--- config.mk ---
export PLATFORM = sky130hd
export DESIGN_NAME = framed_param_write_receiver_flat
export DESIGN_NICKNAME = d
export VERILOG_FILES = /design/src/hw/rtl/frp_pkg.sv /design/src/hw/rtl/frp_if.sv /design/src/hw/rtl/frp_framer.sv /design/src/hw/rtl/frp_decode.sv /design/src/hw/rtl/framed_param_write_receiver.sv /design/src/flat_wrapper.sv
export SDC_FILE = /design/constraint.sdc
export NUM_CORES = 1
export LEC_CHECK = 0
export ABC_AREA = 1
export BUFFER_PORTS_ARGS = -buffer_cell sky130_fd_sc_hd__buf_2
export CELL_PAD_IN_SITES_DETAIL_PLACEMENT = 1
export CELL_PAD_IN_SITES_GLOBAL_PLACEMENT = 1
export CORE_MARGIN = 5
export CORE_UTILIZATION = 45
export CTS_CLUSTER_DIAMETER = 120
export CTS_CLUSTER_SIZE = 8
export DETAILED_ROUTE_END_ITERATION = 10
export HOLD_SLACK_MARGIN = 0.06
export PLACE_DENSITY_LB_ADDON = 0.1
export RECOVER_POWER = 25
export SYNTH_ARGS = -nofsm -noshare
export SYNTH_HDL_FRONTEND = slang
export SYNTH_SLANG_ARGS = --single-unit
--- constraint.sdc ---
create_clock -name clk -period 4.9 [get_ports clk]
set_input_delay 0.735 -clock clk [delete_from_list [all_inputs] [get_ports clk]]
set_output_delay 0.735 -clock clk [all_outputs]
set_load 0.01 [all_outputs]
--- src/hw/rtl/frp_pkg.sv ---
// ----------------------------------------------------------------------------
// frp_pkg: shared types and constants
// Frame layout, register indexes and data type decoding for the framed
// parameter write receiver.
// ----------------------------------------------------------------------------
`default_nettype none

package frp_pkg;

	// Configuration register indexes
	localparam int CFG_IDX_W = 3;
	localparam logic [CFG_IDX_W-1:0] CFG_SOF_MARKER = 3'd0;
	localparam logic [CFG_IDX_W-1:0] CFG_WRITE_CODE = 3'd1;
	localparam logic [CFG_IDX_W-1:0] CFG_TIMEOUT_MS = 3'd2;
	localparam logic [CFG_IDX_W-1:0] CFG_SLOT_IDS   = 3'd3;
	localparam logic [CFG_IDX_W-1:0] CFG_SLOT_COUNT = 3'd4;

	localparam int CFG_DATA_W     = 64;
	localparam int SLOT_COUNT_MAX = 8;
	localparam int DATA_LEN       = 8;

	// Byte positions within a frame
	localparam logic [3:0] POS_HUNT  = 4'd0;
	localparam logic [3:0] POS_TYPE  = 4'd1;
	localparam logic [3:0] POS_ID    = 4'd2;
	localparam logic [3:0] POS_DTYPE = 4'd3;
	localparam logic [3:0] POS_DATA0 = 4'd4;
	localparam logic [3:0] POS_CSUM  = 4'd12;

	// Data type codes
	localparam logic [7:0] DT_U8  = 8'd0;
	localparam logic [7:0] DT_U16 = 8'd1;
	localparam logic [7:0] DT_U32 = 8'd2;
	localparam logic [7:0] DT_F32 = 8'd3;
	localparam logic [7:0] DT_U64 = 8'd4;

	typedef struct packed {
		logic [7:0]  hdr;
		logic [7:0]  ptype;
		logic [7:0]  id;
		logic [7:0]  dtype;
		logic [63:0] data;
	} frame_t;

	typedef struct packed {
		logic done;   // checksum byte taken in this transaction
		logic ok;     // header and checksum match
	} frm_status_t;

	typedef struct packed {
		logic        valid;
		logic [2:0]  slot;
		logic [63:0] value;
		logic [3:0]  bytes;
	} wr_t;

	function automatic logic [3:0] size_of_code(input logic [7:0] code);
		logic [3:0] sz;
		case (code)
			DT_U8:   sz = 4'd1;
			DT_U16:  sz = 4'd2;
			DT_U32:  sz = 4'd4;
			DT_F32:  sz = 4'd4;
			DT_U64:  sz = 4'd8;
			default: sz = 4'd0;
		endcase
		return sz;
	endfunction

endpackage

`default_nettype wire

--- src/hw/rtl/frp_if.sv ---
// ----------------------------------------------------------------------------
// frp_if: channel interfaces
// Valid/ready channels for received items and for decoded results.
// ----------------------------------------------------------------------------
`default_nettype none

interface frp_item_if;
	logic       valid;
	logic       ready;
	logic       kind;
	logic [7:0] rx_byte;

	modport source (output valid, kind, rx_byte, input ready);
	modport sink   (input valid, kind, rx_byte, output ready);
endinterface

interface frp_result_if;
	logic        valid;
	logic        ready;
	logic        write_valid;
	logic [2:0]  write_slot;
	logic [63:0] write_value;
	logic [3:0]  write_bytes;
	logic        frame_good;
	logic        frame_bad;
	logic        link_alive;

	modport source (output valid, write_valid, write_slot, write_value, write_bytes,
		frame_good, frame_bad, link_alive, input ready);
	modport sink   (input valid, write_valid, write_slot, write_value, write_bytes,
		frame_good, frame_bad, link_alive, output ready);
endinterface

`default_nettype wire

--- src/hw/rtl/frp_framer.sv ---
// ----------------------------------------------------------------------------
// frp_framer: frame assembly
// Hunts for the start byte, stores the frame fields and keeps a running XOR.
// ----------------------------------------------------------------------------
`default_nettype none

module frp_framer (
	input  wire logic                clk,
	input  wire logic                arst_n,
	input  wire logic                byte_en,
	input  wire logic [7:0]          rx_byte,
	input  wire logic [7:0]          sof_marker,
	output frp_pkg::frame_t          frame,
	output frp_pkg::frm_status_t     status
);
	import frp_pkg::*;

	logic [3:0]  pos_q;
	logic [7:0]  hdr_q;
	logic [7:0]  ptype_q;
	logic [7:0]  id_q;
	logic [7:0]  dtype_q;
	logic [63:0] data_q;
	logic [7:0]  xor_q;

	always_ff @(posedge clk or negedge arst_n) begin
		if (!arst_n) begin
			pos_q <= POS_HUNT;
		end else if (byte_en) begin
			if (pos_q == POS_HUNT) begin
				if (rx_byte == sof_marker) pos_q <= POS_TYPE;
			end else if (pos_q == POS_CSUM) begin
				pos_q <= POS_HUNT;
			end else begin
				pos_q <= pos_q + 4'd1;
			end
		end
	end

	always_ff @(posedge clk) begin
		if (byte_en) begin
			if (pos_q == POS_HUNT) begin
				hdr_q <= rx_byte;
				xor_q <= '0;
			end else if (pos_q != POS_CSUM) begin
				xor_q <= xor_q ^ rx_byte;
			end
			if (pos_q == POS_TYPE)  ptype_q <= rx_byte;
			if (pos_q == POS_ID)    id_q    <= rx_byte;
			if (pos_q == POS_DTYPE) dtype_q <= rx_byte;
			for (int k = 0; k < DATA_LEN; k++) begin
				if (pos_q == POS_DATA0 + 4'(k)) data_q[8*k +: 8] <= rx_byte;
			end
		end
	end

	assign frame.hdr   = hdr_q;
	assign frame.ptype = ptype_q;
	assign frame.id    = id_q;
	assign frame.dtype = dtype_q;
	assign frame.data  = data_q;

	// Header is checked against the current marker, not the one seen at hunt time
	assign status.done = byte_en && (pos_q == POS_CSUM);
	assign status.ok   = (hdr_q == sof_marker) && (xor_q == rx_byte);

endmodule

`default_nettype wire

--- src/hw/rtl/frp_decode.sv ---
// ----------------------------------------------------------------------------
// frp_decode: write decode
// Matches the frame id against the registered slots and extracts the value.
// ----------------------------------------------------------------------------
`default_nettype none

module frp_decode (
	input  wire frp_pkg::frame_t     frame,
	input  wire logic                good,
	input  wire logic [7:0]          write_code,
	input  wire logic [63:0]         slot_ids,
	input  wire logic [3:0]          slot_count,
	output frp_pkg::wr_t             wr
);
	import frp_pkg::*;

	logic [3:0]              n;
	logic [SLOT_COUNT_MAX-1:0] hit;
	logic                    found;
	logic [2:0]              slot;
	logic [3:0]              sz;
	logic [63:0]             value;

	always_comb begin
		n = (slot_count > 4'(SLOT_COUNT_MAX)) ? 4'(SLOT_COUNT_MAX) : slot_count;
		for (int k = 0; k < SLOT_COUNT_MAX; k++) begin
			hit[k] = (4'(k) < n) && (slot_ids[8*k +: 8] == frame.id);
		end
		// first matching slot wins
		found = 1'b0;
		slot  = '0;
		for (int k = SLOT_COUNT_MAX - 1; k >= 0; k--) begin
			if (hit[k]) begin
				found = 1'b1;
				slot  = 3'(k);
			end
		end
		sz = size_of_code(frame.dtype);
		for (int k = 0; k < DATA_LEN; k++) begin
			value[8*k +: 8] = (4'(k) < sz) ? frame.data[8*k +: 8] : 8'd0;
		end
		wr = '0;
		if (good && (frame.ptype == write_code) && found && (sz != 4'd0)) begin
			wr.valid = 1'b1;
			wr.slot  = slot;
			wr.value = value;
			wr.bytes = sz;
		end
	end

endmodule

`default_nettype wire

--- src/hw/rtl/framed_param_write_receiver.sv ---
// ----------------------------------------------------------------------------
// framed_param_write_receiver: framed parameter write receiver
// Collects 13-byte XOR-checked frames from a byte stream, decodes slot writes
// and tracks link liveness from millisecond ticks.
// ----------------------------------------------------------------------------
//  channel   dir   transaction
//  item      in    kind (byte or ms tick), rx_byte
//  result    out   write_valid/slot/value/bytes, frame_good, frame_bad, link_alive
//  cfg       in    cfg_we, cfg_index, cfg_wdata (write only)
//
//  One item per cycle unless stalled; its result appears in the cycle after it.
//  The result register holds while result.ready is low; item.ready drops only
//  when that register is full and not being taken.
//  Reset returns to start-byte hunting, clears the ms counter and loads the
//  register defaults; no clearing pass is needed.
// ----------------------------------------------------------------------------
`default_nettype none

module framed_param_write_receiver (
	input  wire logic                          clk,
	input  wire logic                          arst_n,
	input  wire logic                          cfg_we,
	input  wire logic [frp_pkg::CFG_IDX_W-1:0] cfg_index,
	input  wire logic [frp_pkg::CFG_DATA_W-1:0] cfg_wdata,
	frp_item_if.sink                           item,
	frp_result_if.source                       result
);
	import frp_pkg::*;

	logic [7:0]  sof_marker_q;
	logic [7:0]  write_code_q;
	logic [15:0] timeout_ms_q;
	logic [63:0] slot_ids_q;
	logic [3:0]  slot_count_q;

	logic [15:0] elapsed_q;
	logic [15:0] elapsed_next;

	logic        accept;
	logic        byte_en;
	logic        tick;
	logic        good;
	logic        bad;
	frame_t      frame;
	frm_status_t status;
	wr_t         wr;

	logic        res_valid_q;
	wr_t         wr_q;
	logic        good_q;
	logic        bad_q;
	logic        alive_q;

	assign item.ready = !res_valid_q || result.ready;
	assign accept     = item.valid && item.ready;
	assign byte_en    = accept && !item.kind;
	assign tick       = accept && item.kind;

	always_ff @(posedge clk or negedge arst_n) begin
		if (!arst_n) begin
			sof_marker_q <= 8'd170;
			write_code_q <= 8'd1;
			timeout_ms_q <= 16'd1000;
			slot_ids_q   <= '0;
			slot_count_q <= '0;
		end else if (cfg_we) begin
			case (cfg_index)
				CFG_SOF_MARKER: sof_marker_q <= cfg_wdata[7:0];
				CFG_WRITE_CODE: write_code_q <= cfg_wdata[7:0];
				CFG_TIMEOUT_MS: timeout_ms_q <= cfg_wdata[15:0];
				CFG_SLOT_IDS:   slot_ids_q   <= cfg_wdata;
				CFG_SLOT_COUNT: slot_count_q <= cfg_wdata[3:0];
				default: ;
			endcase
		end
	end

	frp_framer u_framer (
		.clk        (clk),
		.arst_n     (arst_n),
		.byte_en    (byte_en),
		.rx_byte    (item.rx_byte),
		.sof_marker (sof_marker_q),
		.frame      (frame),
		.status     (status)
	);

	assign good = status.done && status.ok;
	assign bad  = status.done && !status.ok;

	frp_decode u_decode (
		.frame      (frame),
		.good       (good),
		.write_code (write_code_q),
		.slot_ids   (slot_ids_q),
		.slot_count (slot_count_q),
		.wr         (wr)
	);

	// saturate on tick, clear on good frame
	always_comb begin
		elapsed_next = elapsed_q;
		if (tick) begin
			if (elapsed_q != 16'hFFFF) elapsed_next = elapsed_q + 16'd1;
		end else if (good) begin
			elapsed_next = '0;
		end
	end

	always_ff @(posedge clk or negedge arst_n) begin
		if (!arst_n) begin
			elapsed_q   <= '0;
			res_valid_q <= 1'b0;
		end else begin
			if (accept) elapsed_q <= elapsed_next;
			if (accept)            res_valid_q <= 1'b1;
			else if (result.ready) res_valid_q <= 1'b0;
		end
	end

	always_ff @(posedge clk) begin
		if (accept) begin
			wr_q    <= wr;
			good_q  <= good;
			bad_q   <= bad;
			alive_q <= elapsed_next < timeout_ms_q;
		end
	end

	assign result.valid       = res_valid_q;
	assign result.write_valid = wr_q.valid;
	assign result.write_slot  = wr_q.slot;
	assign result.write_value = wr_q.value;
	assign result.write_bytes = wr_q.bytes;
	assign result.frame_good  = good_q;
	assign result.frame_bad   = bad_q;
	assign result.link_alive  = alive_q;

endmodule

`default_nettype wire

--- src/flat_wrapper.sv ---
// flat-port wrapper written by rule: the top's interface ports become plain ports
module framed_param_write_receiver_flat import frp_pkg::*;
  (clk, arst_n, cfg_we, cfg_index, cfg_wdata, item_valid, item_kind, item_rx_byte, item_ready, result_valid, result_write_valid, result_write_slot, result_write_value, result_write_bytes, result_frame_good, result_frame_bad, result_link_alive, result_ready);
  frp_item_if item_i ();
  frp_result_if result_i ();
  input  wire logic clk;
  input  wire logic arst_n;
  input  wire logic cfg_we;
  input  wire logic [frp_pkg::CFG_IDX_W-1:0] cfg_index;
  input  wire logic [frp_pkg::CFG_DATA_W-1:0] cfg_wdata;
  input wire logic [$bits(item_i.valid)-1:0] item_valid;
  input wire logic [$bits(item_i.kind)-1:0] item_kind;
  input wire logic [$bits(item_i.rx_byte)-1:0] item_rx_byte;
  output wire logic [$bits(item_i.ready)-1:0] item_ready;
  output wire logic [$bits(result_i.valid)-1:0] result_valid;
  output wire logic [$bits(result_i.write_valid)-1:0] result_write_valid;
  output wire logic [$bits(result_i.write_slot)-1:0] result_write_slot;
  output wire logic [$bits(result_i.write_value)-1:0] result_write_value;
  output wire logic [$bits(result_i.write_bytes)-1:0] result_write_bytes;
  output wire logic [$bits(result_i.frame_good)-1:0] result_frame_good;
  output wire logic [$bits(result_i.frame_bad)-1:0] result_frame_bad;
  output wire logic [$bits(result_i.link_alive)-1:0] result_link_alive;
  input wire logic [$bits(result_i.ready)-1:0] result_ready;
  assign item_i.valid = item_valid;
  assign item_i.kind = item_kind;
  assign item_i.rx_byte = item_rx_byte;
  assign item_ready = item_i.ready;
  assign result_valid = result_i.valid;
  assign result_write_valid = result_i.write_valid;
  assign result_write_slot = result_i.write_slot;
  assign result_write_value = result_i.write_value;
  assign result_write_bytes = result_i.write_bytes;
  assign result_frame_good = result_i.frame_good;
  assign result_frame_bad = result_i.frame_bad;
  assign result_link_alive = result_i.link_alive;
  assign result_i.ready = result_ready;
  framed_param_write_receiver u_core (.clk(clk), .arst_n(arst_n), .cfg_we(cfg_we), .cfg_index(cfg_index), .cfg_wdata(cfg_wdata), .item(item_i), .result(result_i));
endmodule
# --- Word-level counts from Yosys, hierarchy flattened ---
# Cells that the tools add are included.
word_totals:
  regBits: 300
  latch_bits: 0
  mem_bits_rw: 0
  romBits: 0
  in_bits: 81
  word_cells: 189
  n_memories: 0
classes:
  n_addsub: 2
  multipliers: 0
  div_mod_pow: 0
  n_lt_le_gt_ge: 18
  n_eq_ne: 35
  shifts: 0
  muxes: 36
  n_bitwise: 2
  reduce_logical: 59
op_table:
  columns: ["operator", "count"]
  rows:
  - ["equality test 8 bit", 12]
  - ["two-way mux 72 bit", 1]
  - ["two-way mux 8 bit", 9]
  - ["AND reduction 2 bit", 27]
  - ["two-way mux 16 bit", 3]
  - ["less-than comparator 3 x 4 -> 1 bit, first input constant", 8]
  - ["two-way mux 3 bit", 8]
  - ["equality test 4 bit, second input constant", 5]
  - ["logical AND 1 bit", 18]
  - ["adder 16 x 1 -> 16 bit, second input constant", 1]
  - ["equality test 4 x 3 -> 1 bit, second input constant", 4]
  - ["equality test 8 x 2 -> 1 bit, second input constant", 2]
  - ["less-than comparator 1 x 4 -> 1 bit, first input constant", 4]
  - ["less-than comparator 16 bit", 1]
  - ["less-than comparator 2 x 4 -> 1 bit, first input constant", 4]
  - ["two-way mux 4 bit", 4]
  - ["!= test 16 bit, second input constant", 1]
  - ["case mux 4 bit (4 select lines)", 1]
  - ["two-way mux 1 bit", 10]
  - ["equality test 4 x 2 -> 1 bit, second input constant", 2]
  - ["equality test 8 x 1 -> 1 bit, second input constant", 1]
  - ["equality test 8 x 3 -> 1 bit, second input constant", 1]
  - ["zero test 8 bit", 1]
  - ["bitwise XOR 8 bit", 1]
  - ["other kinds (18)", 23]

# --- Depth between registers and ports, before layout ---
depth:
  depth_word: 16
  mapped_depth: 18
  depth_no_buf: 17

# --- Modules after synthesis ---
# Synthesis repeated with hierarchy kept, for this count alone.
hier_totals:
  cells_unflattened: 1293
  area_unflattened_um2: 13585.5
by_module_without_submodules:
  columns: ["module", "instances", "cells_each", "area_per_inst_um2"]
  rows:
  - ["framed_param_write_receiver", 1, 604, 7521.0]
  - ["frp_framer", 1, 230, 3901.2]
  - ["frp_decode", 1, 459, 2163.3]

# --- Least setup slack after synthesis ---
# OpenSTA, ideal clock, no wires.
synth_timing:
  path_kind: "in2reg"
  start: "input port result_ready"
  end: "register u_core.alive_q, in the netlist u_core.result.link_alive, data pin"
  arrival_ns: 3.591
  setup_slack_ns: 1.163
  path_stages: 16
  path_buffers: 1
  path_cell_list: "inv_2 nand2_2 nand2_1 inv_2 nand2_1 nor2_2 nand3_4 buf_1 nand3_1 o21ai_0 ha_1 a21oi_1 nor2_1 a211oi_1 nand2_1 a21oi_1"
synth_between:
  elab_chain_cells: 8
synth_rtl:
  columns: ["element", "line", "source"]
  rows:
  - ["from (decl)", "flat_wrapper.sv:23", "input wire logic [$bits(result_i.ready)-1:0] result_ready;"]
  - ["logical OR 1 bit *", "framed_param_write_receiver.sv:54", "assign item.ready = !res_valid_q || result.ready;"]
  - ["named net item_ready", "flat_wrapper.sv:14", "output wire logic [$bits(item_i.ready)-1:0] item_ready;"]
  - ["logical AND 1 bit *", "framed_param_write_receiver.sv:55", "assign accept = item.valid && item.ready;"]
  - ["named net u_core.accept", "framed_param_write_receiver.sv:39", "logic accept;"]
  - ["logical AND 1 bit", "framed_param_write_receiver.sv:56", "assign byte_en = accept && !item.kind;"]
  - ["logical AND 1 bit", "frp_framer.sv:64", "assign status.done = byte_en && (pos_q == POS_CSUM);"]
  - ["logical AND 1 bit", "framed_param_write_receiver.sv:88", "assign good = status.done && status.ok;"]
  - ["two-way mux 16 bit", "framed_param_write_receiver.sv:105", "end else if (good) begin"]
  - ["two-way mux 16 bit *", "framed_param_write_receiver.sv:103", "if (tick) begin"]
  - ["named net u_core.elapsed_next[5]", "framed_param_write_receiver.sv:37", "logic [15:0] elapsed_next;"]
  - ["less-than comparator 16 bit *", "framed_param_write_receiver.sv:126", "alive_q <= elapsed_next < timeout_ms_q;"]
  - ["to (signal assigned)", "framed_param_write_receiver.sv:126", null]
  - ["to (decl)", "framed_param_write_receiver.sv:52", "logic alive_q;"]
# The timed path passes the listed nets; every way through them passes the cells marked *.
# A chain may end at the register's enable or synchronous reset.

# --- Worst setup path in the final report ---
layout_timing:
  start: "input port item_rx_byte[3]"
  end: "register u_core.alive_q, in the netlist u_core.result.link_alive, data pin"
layout_between:
  elab_chain_cells: 6
layout_rtl:
  columns: ["element", "line", "source"]
  rows:
  - ["from (decl)", "flat_wrapper.sv:13", "input wire logic [$bits(item_i.rx_byte)-1:0] item_rx_byte;"]
  - ["equality test 8 bit", "frp_framer.sv:65", "assign status.ok = (hdr_q == sof_marker) && (xor_q == rx_byte);"]
  - ["logical AND 1 bit", "frp_framer.sv:65", null]
  - ["logical AND 1 bit", "framed_param_write_receiver.sv:88", null]
  - ["two-way mux 16 bit", "framed_param_write_receiver.sv:105", null]
  - ["two-way mux 16 bit", "framed_param_write_receiver.sv:103", null]
  - ["named net u_core.elapsed_next[5]", "framed_param_write_receiver.sv:37", null]
  - ["less-than comparator 16 bit", "framed_param_write_receiver.sv:126", null]
# The timed path passes the listed nets, and every way through them passes these cells.

==> flow_summary_export.csv <==
group,metric,value,unit
sta,worst_pin_slew,2.03,ns
clocking,cts_setup_buffers,0,
sta,rsz0062_at_grt,"false",
outcome,violations,"capacitance limit, slew limit",
critical_path,worstSetupStartpointType,"input port",
layout,drive_gt1_share,20.1,%
layout,seq_area,8420,um^2
critical_path,crit_top_cell,"nand2_1",
critical_path,max_stage_delay,0.68,ns
sta,finClkSkew,0.0146,ns
clocking,ctsHoldBuffers,0,
routing,drc,0,
power,p_leak,6.99,nW
logic_synthesis,yosysSeqAreaShare,63.8,%
layout,most-common-layout-cells,"nand2_1 (187), edfxtp_1 (179), inv_1 (178)",
logic_synthesis,syn_area_per_cell,10.7,um^2
sta,hold_violations,0,
critical_path,crit_path_end_kind,"flip-flop",
power,p_per_area,441,nW/um^2
clocking,numCtsBuffers,43,
outcome,outcome,"complete, but fails checks",
placement,port-buffer-count,157,
floorplan,io_pins,158,
layout,antenna_cells,0,
logic_synthesis,synth_edf_count,179,
floorplan,core.rowCount,62,
sta,timing.hold.ws,0.430,ns
floorplan,start_util,45.7,%
layout,nFillCells,3171,
global_route,antenna_found_initial,0,
placement,dp.final_hpwl,22200,um
routing,ant_nets,0,
global_route,grt_pass1_wl,52000,um
clocking,htree_levels,2,
sta,finalCritPeriodShare,65.4,%
logic_synthesis,synth-main-ff-cell,"edfxtp_1",
floorplan,fp.dieW,181,um
global_route,grt_max_degree,90,
critical_path,worstSetupPathType,"input port to flip-flop",
critical_path,critPathArrivalTime,3.59,ns
floorplan,die_height,181,um
global_route,grt-ovfl-total,0,
critical_path,required,5.29,ns
clocking,cts_max_path_buffers,3,
logic_synthesis,yosysWarnings,0,
routing,drtIter0Drc,372,
floorplan,coreArea,28900,um^2
critical_path,worstPathCellList,"clkbuf_1 -> inv_2 -> nand2_1 -> nand2_1 -> nor2_1 -> nand2_1 -> nor2_2 -> nand3_4 -> nand3_1 -> o21ai_0 -> ha_1 -> a21oi_1 -> nor2_1 -> a211oi_1 -> nand2_1 -> a21oi_1",
routing,avgRoutedWirePerCell,17.6,um
logic_synthesis,ys_seq_elements,300,
power,max-vdd-ir-drop,0.000223,V
routing,first_pass_iters,5,
logic_synthesis,netlist_instances,1238,
flow_run,maxCapViolCount,1,
layout,final_common_cell,"nand2_1",
critical_path,slowest_stage,"clkbuf_1",
sta,final_max_slew_viol_count,35,
logic_synthesis,async_reset_ff_share,40.3,%
logic_synthesis,netlist_area,13200,um^2
clocking,cts-root-buf,"clkbuf_16",
clocking,clkSlewWorstSetupHoldPaths,0.05,ns
logic_synthesis,synth_nets,1339,
sta,setup_viol,0,
floorplan,dieArea,32800,um^2
clocking,cts_tree,"built",
sta,finalCriticalPeriod,3.20,ns
hold_path,min_path_type,"input port to flip-flop",
clocking,cts_resized,0,
routing,wl,32100,um
placement,gp_congestion,0.816,
global_route,grt_usage,19.7,%
clocking,clkSinkCount,300,
critical_path,worstPathMaxFanout,18,
layout,area_delta_synth_final,18.2,%
layout,multi_input_area,3870,um^2
sta,max-slew-margin-rel,-35.3,%
layout,finalCoreUtilization,54.0,%
sta,fin_setup_tns,0,ns
clocking,clk_latency,0.53,ns
global_route,grt_pass1_vias,9819,
sta,fmax,312,MHz
layout,nets,1514,
logic_synthesis,synth.distinct_cells,52,
routing,via_per_inst,4.99,
routing,vias,9118,
## stage by stage
stage / power [W] / instance area [um^2] / instances / worst slack, ns
detailed placement: 0.00416 / 14400 / 1752 / 1.42
CTS: 0.00697 / 15600 / 1826 / 1.85
finish: 0.00687 / 15600 / 1826 / 1.70
global placement: 0.00411 / 14400 / 1752 / 1.58
global route: 0.00725 / 15600 / 1826 / 1.34
floorplan: 0.00381 / 13200 / 1238 / 1.16
## sequential cells by signal, indices dropped and copies added (netlist names), 16 cells and up
register	cells
u_core.elapsed_q	16
u_core.result.write_value	64
u_core.slot_ids_q	64
u_core.timeout_ms_q	16
u_core.u_framer.data_q	64
## worst paths after layout
path,slack [ns],end,cells past startpoint,start
max reg2reg,1.85,u_core.result.link_alive,15,u_core.result.valid
max,1.70,u_core.result.link_alive,16,item_rx_byte[3]
max in group asynchronous,2.52,u_core.slot_ids_q[38],2,arst_n
min reg2reg,0.48,u_core.timeout_ms_q[10],2,u_core.timeout_ms_q[10]
min,0.43,u_core.slot_ids_q[41],2,cfg_wdata[41]
min in group asynchronous,0.77,u_core.timeout_ms_q[12],1,arst_n
## synth_stat cells, types with 2 or more instances
master,number,share of area [%]
a211oi_1,6,0.34
a21oi_1,71,2.7
a31oi_1,3,0.14
a41oi_1,2,0.13
buf_2,8,0.30
buf_4,3,0.17
buf_6,4,0.34
clkbuf_1,19,0.54
dfrtp_1,110,21
dfstp_2,11,2.2
edfxtp_1,179,41
ha_1,20,1.9
inv_1,178,5.1
inv_2,18,0.51
mux2_2,27,2.3
nand2_1,186,5.3
nand2_2,3,0.14
nand2_4,2,0.17
nand3_1,23,0.87
nand4_1,17,0.81
nor2_1,159,4.5
nor2_2,5,0.24
nor2_4,10,0.85
nor3_1,14,0.53
nor3b_1,4,0.23
nor4_1,6,0.28
o2111ai_1,3,0.20
o21ai_0,68,2.6
o22ai_1,12,0.57
or2_2,7,0.33
xnor2_1,19,1.3
xor2_1,21,1.4
## layout make-up
class                           count  area share (%)
Clock buffer                       70            7.55
Tap cell                          384            3.08
Inverter                          196            4.72
Sequential cell                   300            54.0
Multi-Input combinational cell    707            24.8
Clock inverter                      4           0.506
Timing Repair Buffer              165            5.35
## critical path, delay by kind of cell
family	cells	cell delay (ns)
buf+inv	2	0.76
simple gates	9	1.15
compound gates	4	0.62
fa+ha+maj	1	0.32
## where the power goes
group / internal [W] / switching [W] / leakage, nW
clock: 0.00169 / 0.00107 / 0.600
sequential: 0.00299 / 0.000206 / 3.12
combinational: 0.000359 / 0.000556 / 3.27
## logic make-up after synthesis
group,count (synthesis),share of synthesized area (%)
xor gates and xnor gates,40,2.66
and+or+nand+nor,445,15.0
AOI/OAI and AO/OA,175,7.38
DFF,300,63.8
muxes,27,2.30
buffers and inverters,231,6.96
adders and majority gates,20,1.90
## per-layer routing
layer / routed length, um / share of wire [%] / track usage, % / vias up
met5: 0 / 0 / 0 / -
met4: 761 / 2.4 / 5.82 / 0
met3: 1260 / 3.9 / 2.98 / 55
met2: 15900 / 50 / 34.2 / 182
met1: 14200 / 44 / 25.6 / 4439
li1: - / - / - / 4442
Power figures use the tool's default switching activity.
